--- config.mk ---
export PLATFORM = sky130hd
export DESIGN_NAME = framed_packet_deframer_flat
export DESIGN_NICKNAME = d
export VERILOG_FILES = /design/src/fpd_pkg.sv /design/src/fpd_if.sv /design/src/fpd_rx.sv /design/src/framed_packet_deframer.sv /design/src/flat_wrapper.sv
export SDC_FILE = /design/constraint.sdc
export NUM_CORES = 1
export LEC_CHECK = 0
export BUFFER_PORTS_ARGS = -buffer_cell sky130_fd_sc_hd__buf_2
export CORE_MARGIN = 2
export CORE_UTILIZATION = 59
export DETAILED_ROUTE_END_ITERATION = 10
export PLACE_DENSITY_LB_ADDON = 0.2
export SYNTH_ARGS = -nofsm -noshare
export SYNTH_HDL_FRONTEND = slang
export SYNTH_SLANG_ARGS = --single-unit
--- constraint.sdc ---
create_clock -name clock -period 3.9 [get_ports clock]
set_input_delay 0.195 -clock clock [delete_from_list [all_inputs] [get_ports clock]]
set_output_delay 0.195 -clock clock [all_outputs]
set_load 0.02 [all_outputs]
--- src/fpd_pkg.sv ---
// Package for the framed packet deframer.
// Holds the framing constants and the result type shared by the receiver, top level and testbench.
package fpd_pkg;

   localparam logic [7:0] FRAME_MARK   = 8'hAA;
   localparam logic [7:0] ESC_DATA     = 8'hA5;
   localparam logic [7:0] ESC_MASK     = 8'h80;
   localparam int         BODY_LEN     = 10;
   localparam int         DATA_LEN     = 8;
   localparam int         COUNT_W      = $clog2(BODY_LEN + 1);

   typedef logic [7:0] byte_type;

   typedef struct packed {
      logic [3:0]                   packet_id;
      logic [DATA_LEN-1:0][7:0]     payload;
   } rsp_type;

   typedef struct packed {
      logic    emit;
      rsp_type rsp;
   } rx_out_type;

endpackage

--- src/fpd_if.sv ---
// Valid/ready channel interfaces for the deframer's byte input and packet output.
// Depends on nothing.
interface fpd_req_if;
   logic       valid;
   logic       ready;
   logic [7:0] rx_byte;

   modport source (output valid, output rx_byte, input ready);
   modport sink (input valid, input rx_byte, output ready);
endinterface

interface fpd_rsp_if;
   logic       valid;
   logic       ready;
   logic [3:0] packet_id;
   logic [7:0] payload_0;
   logic [7:0] payload_1;
   logic [7:0] payload_2;
   logic [7:0] payload_3;
   logic [7:0] payload_4;
   logic [7:0] payload_5;
   logic [7:0] payload_6;
   logic [7:0] payload_7;

   modport source (output valid, output packet_id, output payload_0, output payload_1,
                   output payload_2, output payload_3, output payload_4, output payload_5,
                   output payload_6, output payload_7, input ready);
   modport sink (input valid, input packet_id, input payload_0, input payload_1,
                 input payload_2, input payload_3, input payload_4, input payload_5,
                 input payload_6, input payload_7, output ready);
endinterface

--- src/fpd_rx.sv ---
// Frame receiver: phase tracking, body byte store and packet decode.
// Depends on fpd_pkg.
module fpd_rx (
   input  logic                clock,
   input  logic                reset,
   input  logic                step,
   input  fpd_pkg::byte_type   rx_byte,
   output fpd_pkg::rx_out_type rx_out
);
   import fpd_pkg::*;

   localparam logic [1:0] PH_HEAD  = 2'd0;
   localparam logic [1:0] PH_BODY  = 2'd1;
   localparam logic [1:0] PH_TRAIL = 2'd2;

   logic [1:0]         phase_ff, phase_in;
   logic [COUNT_W-1:0] count_ff, count_in;
   byte_type           store_ff [BODY_LEN];
   logic               mark;
   logic               store_we;
   logic               pid_ok;
   byte_type           pid;
   byte_type           mask;

   assign mark = (rx_byte == FRAME_MARK);

   always_comb begin
      phase_in = phase_ff;
      count_in = count_ff;
      store_we = 1'b0;
      if (step) begin
         unique case (phase_ff)
            PH_BODY: begin
               if (mark) begin
                  if (count_ff != '0) begin
                     phase_in = PH_HEAD;
                     count_in = '0;
                  end
               end else if (count_ff < COUNT_W'(BODY_LEN)) begin
                  store_we = 1'b1;
                  count_in = count_ff + COUNT_W'(1);
                  if (count_in == COUNT_W'(BODY_LEN)) begin
                     phase_in = PH_TRAIL;
                  end
               end
            end
            PH_TRAIL: begin
               phase_in = PH_HEAD;
               if (!mark) begin
                  count_in = '0;
               end
            end
            default: begin
               if (mark) begin
                  phase_in = PH_BODY;
                  count_in = '0;
               end else begin
                  phase_in = PH_HEAD;
               end
            end
         endcase
      end
   end

   always_ff @(posedge clock) begin
      if (reset) begin
         phase_ff <= PH_HEAD;
         count_ff <= '0;
      end else begin
         phase_ff <= phase_in;
         count_ff <= count_in;
      end
   end

   always_ff @(posedge clock) begin
      for (int i = 0; i < BODY_LEN; i++) begin
         if (store_we && count_ff == COUNT_W'(i)) begin
            store_ff[i] <= rx_byte;
         end
      end
   end

   // The mask byte 0x80 with data byte 7 equal to 0xA5 stands for a mask of 0xAA.
   always_comb begin
      pid    = store_ff[0];
      pid_ok = (pid[7:4] == ~pid[3:0]);
      mask   = store_ff[BODY_LEN-1];
      if (store_ff[DATA_LEN] == ESC_DATA && mask == ESC_MASK) begin
         mask = FRAME_MARK;
      end
      rx_out.emit          = step && (phase_ff == PH_TRAIL) && mark && pid_ok;
      rx_out.rsp.packet_id = pid[7:4];
      for (int i = 0; i < DATA_LEN; i++) begin
         rx_out.rsp.payload[i] = mask[i] ? FRAME_MARK : store_ff[i+1];
      end
   end

endmodule

--- src/framed_packet_deframer.sv ---
// Top level of the framed packet deframer: input register, frame receiver and
// a two-entry result queue. Depends on fpd_pkg, fpd_if and fpd_rx.
//
//   Channel   Direction  Payload                               Transfer
//   req_ch    in         rx_byte[7:0]                          valid && ready
//   rsp_ch    out        packet_id[3:0], payload_0..7[7:0]     valid && ready
//
// One byte per cycle is taken unless input stalls; a result is registered behind the input register.
// The rate is set by the single decode pass between the input register and the
// result queue, which holds up to two results.
// Synchronous reset returns the receiver to waiting for a header and empties the queue.
// Input stalls only when the queue is full and a byte waits in the input register.
module framed_packet_deframer (
   input logic         clock,
   input logic         reset,
   fpd_req_if.sink     req_ch,
   fpd_rsp_if.source   rsp_ch
);
   import fpd_pkg::*;

   logic       in_valid_ff;
   byte_type   in_byte_ff;
   logic       advance;
   rx_out_type rx_out;
   rsp_type    head_ff;
   rsp_type    skid_ff;
   logic       head_valid_ff;
   logic       skid_valid_ff;
   logic       pop;

   assign advance      = in_valid_ff && !skid_valid_ff;
   assign req_ch.ready = !in_valid_ff || advance;
   assign pop          = head_valid_ff && rsp_ch.ready;

   always_ff @(posedge clock) begin
      if (reset) begin
         in_valid_ff <= 1'b0;
      end else if (req_ch.ready) begin
         in_valid_ff <= req_ch.valid;
      end
   end

   always_ff @(posedge clock) begin
      if (req_ch.ready) begin
         in_byte_ff <= req_ch.rx_byte;
      end
   end

   fpd_rx u_rx (
      .clock   (clock),
      .reset   (reset),
      .step    (advance),
      .rx_byte (in_byte_ff),
      .rx_out  (rx_out)
   );

   // A push lands only while the skid entry is empty.
   always_ff @(posedge clock) begin
      if (reset) begin
         head_valid_ff <= 1'b0;
         skid_valid_ff <= 1'b0;
      end else begin
         if (!head_valid_ff || pop) begin
            head_valid_ff <= skid_valid_ff || rx_out.emit;
            skid_valid_ff <= 1'b0;
         end else if (rx_out.emit) begin
            skid_valid_ff <= 1'b1;
         end
      end
   end

   always_ff @(posedge clock) begin
      if (!head_valid_ff || pop) begin
         head_ff <= skid_valid_ff ? skid_ff : rx_out.rsp;
      end
      if (rx_out.emit && !skid_valid_ff) begin
         skid_ff <= rx_out.rsp;
      end
   end

   assign rsp_ch.valid     = head_valid_ff;
   assign rsp_ch.packet_id = head_ff.packet_id;
   assign rsp_ch.payload_0 = head_ff.payload[0];
   assign rsp_ch.payload_1 = head_ff.payload[1];
   assign rsp_ch.payload_2 = head_ff.payload[2];
   assign rsp_ch.payload_3 = head_ff.payload[3];
   assign rsp_ch.payload_4 = head_ff.payload[4];
   assign rsp_ch.payload_5 = head_ff.payload[5];
   assign rsp_ch.payload_6 = head_ff.payload[6];
   assign rsp_ch.payload_7 = head_ff.payload[7];

endmodule

--- src/flat_wrapper.sv ---
// flat-port wrapper written by rule: the top's interface ports become plain ports
module framed_packet_deframer_flat import fpd_pkg::*;
  (clock, reset, req_ch_valid, req_ch_rx_byte, req_ch_ready, rsp_ch_valid, rsp_ch_packet_id, rsp_ch_payload_0, rsp_ch_payload_1, rsp_ch_payload_2, rsp_ch_payload_3, rsp_ch_payload_4, rsp_ch_payload_5, rsp_ch_payload_6, rsp_ch_payload_7, rsp_ch_ready);
  fpd_req_if req_ch_i ();
  fpd_rsp_if rsp_ch_i ();
  input logic clock;
  input logic reset;
  input wire logic [$bits(req_ch_i.valid)-1:0] req_ch_valid;
  input wire logic [$bits(req_ch_i.rx_byte)-1:0] req_ch_rx_byte;
  output wire logic [$bits(req_ch_i.ready)-1:0] req_ch_ready;
  output wire logic [$bits(rsp_ch_i.valid)-1:0] rsp_ch_valid;
  output wire logic [$bits(rsp_ch_i.packet_id)-1:0] rsp_ch_packet_id;
  output wire logic [$bits(rsp_ch_i.payload_0)-1:0] rsp_ch_payload_0;
  output wire logic [$bits(rsp_ch_i.payload_1)-1:0] rsp_ch_payload_1;
  output wire logic [$bits(rsp_ch_i.payload_2)-1:0] rsp_ch_payload_2;
  output wire logic [$bits(rsp_ch_i.payload_3)-1:0] rsp_ch_payload_3;
  output wire logic [$bits(rsp_ch_i.payload_4)-1:0] rsp_ch_payload_4;
  output wire logic [$bits(rsp_ch_i.payload_5)-1:0] rsp_ch_payload_5;
  output wire logic [$bits(rsp_ch_i.payload_6)-1:0] rsp_ch_payload_6;
  output wire logic [$bits(rsp_ch_i.payload_7)-1:0] rsp_ch_payload_7;
  input wire logic [$bits(rsp_ch_i.ready)-1:0] rsp_ch_ready;
  assign req_ch_i.valid = req_ch_valid;
  assign req_ch_i.rx_byte = req_ch_rx_byte;
  assign req_ch_ready = req_ch_i.ready;
  assign rsp_ch_valid = rsp_ch_i.valid;
  assign rsp_ch_packet_id = rsp_ch_i.packet_id;
  assign rsp_ch_payload_0 = rsp_ch_i.payload_0;
  assign rsp_ch_payload_1 = rsp_ch_i.payload_1;
  assign rsp_ch_payload_2 = rsp_ch_i.payload_2;
  assign rsp_ch_payload_3 = rsp_ch_i.payload_3;
  assign rsp_ch_payload_4 = rsp_ch_i.payload_4;
  assign rsp_ch_payload_5 = rsp_ch_i.payload_5;
  assign rsp_ch_payload_6 = rsp_ch_i.payload_6;
  assign rsp_ch_payload_7 = rsp_ch_i.payload_7;
  assign rsp_ch_i.ready = rsp_ch_ready;
  framed_packet_deframer u_core (.clock(clock), .reset(reset), .req_ch(req_ch_i), .rsp_ch(rsp_ch_i));
endmodule
==> flow_summary.ini, run 1 <==
[cts]
cts.sinks = 233
cts_max_path_buffers = 3
cts_root_buffer = clkbuf_16
cts_tree = yes
cts_resized = 0
cts_buffers = 22
clock_latency_ps = 500
path_clk_slew_ps = 70
h-tree-depth = 1

[synthesis]
synth_enable_flop_cells = 224
ys_types = 45
synthCells = 470
seq_area_frac_synth_pct = 78.0
ys_ff_latch = 233
synth_fp_nets = 489
synth.avg_cell_area_um2 = 18.8
yosys_warnings = 0
synthArstFlopShare_pct = 0
synth_area_mm2 = 0.00885
synth_flop_cell = edfxtp_1

[timing]
tightestPinTransition_ps = 948
tns_ps = 0
relSlewSlack_pct = 36.8
rsz0062_at_grt = no
fin_crit_sh_pct = 68.8
hold_viol = 0
setup_viol = 0
clock.fmax_mhz = 373
whs_ps = 19.2
finClkSkew_ps = 14.8
drv_slew = 0
min_period_ps = 2680

[drt]
drtIter0Drc = 310
drc = 0
num_vias = 4269
routedWlPerCell_um = 19.6
totalWireLength_um = 15200
firstDrtPassIters = 5
antenna_left = 0
viasPerCell = 5.51

[setup_path]
cp_max_fo = 41
start_kind = flip-flop
crit_path_end_kind = flip-flop
arrival_ps = 2870
worstPathRequired_ps = 4080
criticalPathCategory = flip-flop to flip-flop
rr_worst_depth = 4
reg2reg_slack_ps = 1220

[run_status]
status = complete, no violations

[job]
drv_cap = 0

[floorplanning]
die_area_mm2 = 0.0160
core_area_mm2 = 0.0146
die-width_um = 127
die_h_um = 127
initial_core_util_pct = 60.7
pin_count = 82
num_rows = 44

[layout]
drive_gt1_share_pct = 37.9
finalNetCount = 594
synthToLayoutAreaGrowth_pct = 16.5
final_util_pct = 70.7
fin_area_mm2 = 0.0103
fin_cells = 775
antenna_cells = 0

[pwr]
p_leak_nw = 3.54
irDropWorstVdd_v = 0.000322
power.density_mw_per_mm2 = 478

[global_route]
grt_pass1_wl_um = 23700
grt_max_degree = 72
antenna_found_initial = 0
grt_usage_pct = 19.2
grt_pass1_vias = 4357
overflow = 0

[hold_path]
holdPathStages = 2
hold_class = primary input to flip-flop

[placed_design]
place_inst = 726
finalWeightedCongestion = 0.859
dp_hpwl_um = 9450
port_buffers = 81
placed_cell_area_mm2 = 0.00948
## what timing repair did
item / in CTS / in global routing
buffers inserted: 0 / 0
hold endpoints to repair: 9 / 0
setup endpoints to repair: 0 / 0
hold buffers: 9 / 0
## synthesized netlist by cell type (2+ instances only)
| master | n | share of area, % |
|---|---|---|
| inv_1 | 4 | 0.17 |
| nand3_1 | 2 | 0.11 |
| o21ai_0 | 5 | 0.28 |
| dfxtp_1 | 9 | 2.0 |
| buf_2 | 2 | 0.11 |
| and2b_1 | 2 | 0.17 |
| o22ai_1 | 2 | 0.14 |
| mux2i_1 | 2 | 0.23 |
| a21oi_1 | 4 | 0.23 |
| or2_2 | 22 | 1.6 |
| or3b_2 | 2 | 0.20 |
| nor2_1 | 5 | 0.21 |
| mux2_2 | 68 | 8.6 |
| nand2b_1 | 19 | 1.3 |
| and2_1 | 23 | 1.6 |
| a41oi_2 | 3 | 0.55 |
| and4bb_2 | 2 | 0.28 |
| nand2_1 | 3 | 0.13 |
| clkbuf_1 | 10 | 0.42 |
| nor2b_1 | 20 | 1.4 |
| nor3_1 | 4 | 0.23 |
| nand4bb_1 | 3 | 0.38 |
| xnor2_1 | 3 | 0.30 |
| ha_1 | 7 | 0.99 |
| edfxtp_1 | 224 | 76 |
## layout by cell type (no fill, tap or decap), types with 4 or more instances in the layout
cell             n
a21oi_1          4
and2_1          23
buf_2           81
clkbuf_16       23
clkinv_2         8
dfxtp_1          8
dlygate4sd3_1    9
edfxtp_1       224
ha_1             7
inv_1            4
mux2_2          68
nand2b_1        18
nor2_1           5
nor2b_1         20
nor3_1           4
o21ai_0          5
or2_2           22
## state kept, by name (all words and copies together) (netlist names), 8 cells and up
register	flops
u_core.rsp_ch.payload_7	8
u_core.in_byte_ff	8
u_core.skid_ff	68
u_core.rsp_ch.payload_0	8
u_core.rsp_ch.payload_4	8
u_core.rsp_ch.payload_1	8
u_core.u_rx.store_ff	80
u_core.rsp_ch.payload_6	8
u_core.rsp_ch.payload_2	8
u_core.rsp_ch.payload_3	8
u_core.rsp_ch.payload_5	8
## per-stage QoR
step	power, mW	setup WS (ps)
finish	4.94	1220
global route	5.06	1000
CTS	4.96	1200
detailed placement	2.80	1230
global placement	2.80	1310
floorplan	2.79	807
## final cells by class
type,instances,area [um^2]
clock buffer,26,597
fill,873,4270
multi-input combinational,221,1890
inverter,4,15.0
tap,184,230
sequential,233,6910
clock inverter,14,150
timing repair buffer,93,531
## report_power, final
group | switching (mW) | internal [mW]
clock network | 0.884 | 1.30
registers | 0.0163 | 2.72
logic | 0.00775 | 0.0132
total | 0.908 | 4.03
## metal layers
layer | vias to the layer above | global-route usage [%] | wire length [um]
met5 | - | 0 | 0
met4 | 0 | 6.66 | 287
met3 | 22 | 3.08 | 726
met2 | 119 | 32.5 | 7730
met1 | 2114 | 25.7 | 6480
li1 | 2014 | - | -
## cell families after synthesis
group | share of synthesized area (%)
AO/OA/AOI/OAI | 2.22
XOR/XNOR | 0.396
adder cells (fa/ha/maj) | 0.989
buffers and inverters | 0.707
flip-flops | 78.0
multiplexers | 8.88
AND/OR/NAND/NOR | 8.80
## worst paths after layout
kind / from / end
worst max-delay path: u_core.in_byte_ff[6] / u_core.skid_ff[64]
worst min-delay path: reset / u_core.rsp_ch.valid
worst max register to register: u_core.in_byte_ff[6] / u_core.skid_ff[64]
worst min register to register: u_core.u_rx.store_ff[0][7] / u_core.skid_ff[67]
## critical path, cell delays in order, from the launching register on
cell and delay, ps:
edfxtp_1 590, nand4bb_1 420, nor2_1 250, and4_2 750, buf_12 320
No activity file was read; power rests on OpenSTA's default activity.
==> inputs of run 2 (changes only) <==
ABC_AREA = 1   (was not set)
clock period = 2.64 ns   (was 3.9 ns; I/O delays follow)
==> flow_summary.ini, run 2 <==
[drt]
viasPerCell = 5.16
drc = 0
firstDrtPassIters = 5
drtIter0Drc = 527
antenna_left = 0
routedWlPerCell_um = 16.3
totalWireLength_um = 16600
num_vias = 5250

[cts]
cts_max_path_buffers = 3
cts_root_buffer = clkbuf_16
path_clk_slew_ps = 60
clock_latency_ps = 500
cts_buffers = 23
cts.sinks = 233
cts_tree = yes
cts_resized = 0
h-tree-depth = 1

[synthesis]
muxShareOfSynthArea_pct = 0
synthXorXnorAreaFrac_pct = 0.388
synth_enable_flop_cells = 224
synth-simple-area-share_pct = 16.6
synth_fa_ha_area_share_pct = 0.971
synth_top_cell_area_share_pct = 74.6
ys_ff_latch = 233
netlist_top_cells_area = edfxtp_1 75%, nand2_1 9.1%, inv_1 2.4%
synth.avg_cell_area_um2 = 13.0
synth_flop_cell = edfxtp_1
yosys.area.top_type = edfxtp_1
synthCells = 693
synth-compound-area-share_pct = 1.21
synth_commonest_cells = 224 x edfxtp_1, 218 x nand2_1, 57 x inv_1
synth_area_mm2 = 0.00902
yosys_warnings = 0
yosysMostFrequentCell = edfxtp_1
synth_fp_nets = 712
seq_area_frac_synth_pct = 76.6
synthArstFlopShare_pct = 0
ys_types = 33
synth_top_family_by_area = simple AND/OR/NAND/NOR gates

[timing]
clock.fmax_mhz = 452
min_period_ps = 2210
tns_ps = 0
fin_crit_sh_pct = 83.7
tightestPinTransition_ps = 756
hold_viol = 0
rsz0062_at_grt = no
whs_ps = 345
drv_slew = 0
relSlewSlack_pct = 49.6
finClkSkew_ps = 10.0
fin_ws_ps = 430
setup_viol = 0

[run_status]
status = complete, no violations

[setup_path]
criticalPathCategory = flip-flop to output port
arrival_ps = 2080
worstReg2RegStart = u_core.in_byte_ff[7]
start_kind = flip-flop
cp_max_fo = 67
worstPathRequired_ps = 2510
startpoint = u_core.skid_valid_ff
crit_path_end_kind = output port

[floorplanning]
core_area_mm2 = 0.0151
pin_count = 82
num_rows = 45
die_area_mm2 = 0.0163
die_h_um = 128
initial_core_util_pct = 59.8
die-width_um = 128

[layout]
largest_reg_flops = 80
drive_gt1_share_pct = 21.8
finalNetCount = 832
layout_commonest_cell = edfxtp_1
synthToLayoutAreaGrowth_pct = 16.6
largest_register = u_core.u_rx.store_ff
antenna_cells = 0
top_regs = u_core.u_rx.store_ff (80), u_core.skid_ff (68)
fin_area_mm2 = 0.0105
final_cell_mix = 224 x edfxtp_1, 218 x nand2_1, 81 x buf_2, 56 x inv_1, 53 x nor2_1

[global_route]
antenna_found_initial = 0
grt_max_degree = 72
grt_usage_pct = 20.8
overflow = 0
grt_pass1_vias = 5117
grt_pass1_wl_um = 26300

[placed_design]
finalWeightedCongestion = 0.841
dpl_worst_slack_ps = 603
port_buffers = 81
dp_hpwl_um = 10200
placed_cell_area_mm2 = 0.00971

[pwr]
irDropWorstVdd_v = 0.000685
power.density_mw_per_mm2 = 679
p_leak_nw = 4.18

[job]
drv_cap = 0

[hold_path]
min-delay-start = req_ch_rx_byte[7]
hold_class = primary input to flip-flop
[run 2: layer usage]
layer / share of wire (%) / global-route usage [%] / vias to the layer above / routed length (um)
li1: - / - / 2548 / -
met1: 42 / 27.9 / 2506 / 6910
met2: 50 / 35.4 / 160 / 8360
met3: 5.2 / 2.93 / 36 / 864
met4: 2.8 / 7.18 / 0 / 469
met5: 0 / 0 / - / 0
[run 2: repair_timing]
| action | in CTS | in global routing |
|---|---|---|
| setup buffers | 0 | 0 |
| endpoints found under the hold margin | 12 | 0 |
| setup endpoints to repair | 0 | 0 |
| hold buffers | 12 | 0 |
[run 2: worst max-delay path, cell delays in order (launching register included)]
cell	delay [ps]
dfxtp_2	330
buf_4	540
nand2_1	420
buf_2	280
[run 2: cells by family after synthesis]
| family | Yosys count |
|---|---|
| simple gates | 343 |
| flops | 233 |
| compound gates | 20 |
| xor+xnor | 4 |
| buf+inv | 86 |
| fa+ha+maj | 7 |
[run 2: worst paths after layout]
check	slack, ps	cells after the start	end
max	430	3	req_ch_ready
min	340	2	u_core.in_byte_ff[7]
max reg2reg	570	10	u_core.skid_valid_ff
min reg2reg	520	2	u_core.rsp_ch.payload_6[3]
[run 2: area by class of cell]
class,instances,area [um^2]
clock buffer,31,616
clock inverter,10,73.8
fill,1052,4570
inverter,64,241
multi-input combinational,374,1740
sequential,233,6910
tap,188,235
timing repair buffer,117,706
[run 2: through the flow]
stage,util [%],std cells,power (mW)
6_report,69.7,1017,7.14
5_1_grt,69.7,1017,7.36
4_1_cts,69.7,1017,7.19
3_5_place_dp,64.3,964,4.21
3_3_place_gp,64.3,964,4.20
2_1_floorplan,-,693,4.16
[run 2: power by group]
| part | total, mW | internal [mW] | switching [mW] |
|---|---|---|---|
| sequential | 4.03 | 4.02 | 0.00821 |
| combinational | 0.107 | 0.0391 | 0.0682 |
| clock | 3.00 | 1.73 | 1.27 |
| total | 7.14 | 5.79 | 1.35 |
==> inputs of run 3 (changes only) <==
CORE_UTILIZATION = 53   (was 59)
clock period = 2 ns   (was 2.64 ns; I/O delays follow)
==> flow_summary.ini, run 3 (same netlist as run 2, synthesis figures left out) <==
[setup_path]
max_stage_delay_ps = 390
crit_family = simple AND/OR/NAND/NOR gates
crit_path_end_kind = flip-flop
start_kind = flip-flop
cpMostUsedCell = nand2_1
worstReg2RegStart = u_core.in_byte_ff[3]
cp_max_fo = 10
slowest_stage = edfxtp_1
worstPathRequired_ps = 2200
cp_cell_sequence = nand2_1 -> nor2_1 -> nand2_1 -> nand2_1 -> inv_2 -> nand3b_4 -> nor3_2 -> buf_4
startpoint = u_core.in_byte_ff[3]
cp_num_buf_inv = 2
arrival_ps = 2020
reg2reg_slack_ps = 180
criticalPathCategory = flip-flop to flip-flop

[drt]
totalWireLength_um = 16500
num_vias = 5256
firstDrtPassIters = 5
antenna_left = 0
wl_met1_um = 7050
drtIter0Drc = 343
wl_met3_um = 869
wl_met2_um = 8060
routedWlPerCell_um = 15.7
routed.top_layer = met4
viasPerCell = 4.99
drc = 0

[run_status]
status = complete, no violations

[placed_design]
place_inst = 1000
finalWeightedCongestion = 0.879
dp_hpwl_um = 10200
port_buffers = 81

[cts]
h-tree-depth = 1
post_cts_buffers = 0
clock_latency_ps = 500
path_clk_slew_ps = 60
cts_max_path_buffers = 3
cts.sinks = 233
cts_buffers = 23
cts_tree = yes
cts_root_buffer = clkbuf_16

[global_route]
grt_max_degree = 72
antenna_found_initial = 0
grt_usage_pct = 19.0
overflow = 0
grt_pass1_vias = 5327
grt_pass1_wl_um = 26800

[floorplanning]
die-width_um = 134
initial_core_util_pct = 54.4
die_area_mm2 = 0.0181
pin_count = 82
die_h_um = 134
num_rows = 47
core_area_mm2 = 0.0166

[timing]
whs_ps = 309
drv_slew = 0
hold_viol = 0
fin_crit_sh_pct = 91.0
min_period_ps = 1820
setup_viol = 0
clock.fmax_mhz = 550
tightestPinTransition_ps = 753
finClkSkew_ps = 18.7
relSlewSlack_pct = 49.8
rsz0062_at_grt = no

[layout]
top_regs = u_core.u_rx.store_ff (80), u_core.skid_ff (68)
drive_gt1_share_pct = 23.2
finalNetCount = 835
final_cell_mix = 224 x edfxtp_1, 217 x nand2_1, 81 x buf_2, 56 x inv_1, 52 x nor2_1
antenna_cells = 0
seqCellArea_mm2 = 0.00691
layout_commonest_cell = edfxtp_1
fill_cells = 1283
synthToLayoutAreaGrowth_pct = 18.4
largest_reg_flops = 80
multi_input_area_mm2 = 0.00180
largest_register = u_core.u_rx.store_ff
fin_cells = 1053

[pwr]
power.density_mw_per_mm2 = 878
irDropWorstVdd_v = 0.000608
p_leak_nw = 4.23

[hold_path]
hold_class = primary input to flip-flop
min-delay-start = req_ch_rx_byte[4]

[job]
drv_cap = 0
## run 3: per-layer routing
layer | GRT usage [%] | up-vias
met3 | 2.34 | 47
met2 | 32.4 | 162
met1 | 25.4 | 2486
met4 | 6.90 | 0
met5 | 0 | -
li1 | - | 2561
## run 3: repair_timing
| action | CTS | global route |
|---|---|---|
| endpoints found under the hold margin | 17 | 0 |
| hold buffers | 11 | 0 |
| endpoints found under the setup margin | 0 | 80 |
| gates resized for setup | 0 | 1 |
## run 3: final timing paths
| kind | to | cells past startpoint |
|---|---|---|
| min | u_core.in_byte_ff[4] | 2 |
| min reg2reg | u_core.skid_ff[65] | 0 |
| max | u_core.u_rx.store_ff[0][1] | 8 |
| max reg2reg | u_core.u_rx.store_ff[0][1] | 8 |
## run 3: stage by stage
step | setup TNS, ps | worst slack, ps | power (mW) | area, um^2 | utilization (%)
after floorplan | -26120 | -384 | 5.49 | 9090 | -
after detailed placement | 0 | 53.6 | 5.56 | 9870 | 59.5
after global routing | 0 | 19.7 | 9.64 | 10700 | 64.4
after CTS | 0 | 38.6 | 9.43 | 10700 | 64.3
after global placement | 0 | 121 | 5.55 | 9870 | 59.5
final | 0 | 181 | 9.37 | 10700 | 64.4
## run 3: power by group
| part | internal [mW] | switching, mW | total (mW) |
|---|---|---|---|
| clock network | 2.23 | 1.66 | 3.90 |
| logic | 0.0522 | 0.0959 | 0.148 |
| registers | 5.31 | 0.0118 | 5.32 |
## run 3: cell type report
cell class	count	share of cell area [%]
clock buffers	28	5.57
well taps	220	2.58
inverters	64	2.30
multi-input cells	374	16.9
repair buffers	120	7.15
flip-flops and latches	233	64.7
clock inverters	14	0.821
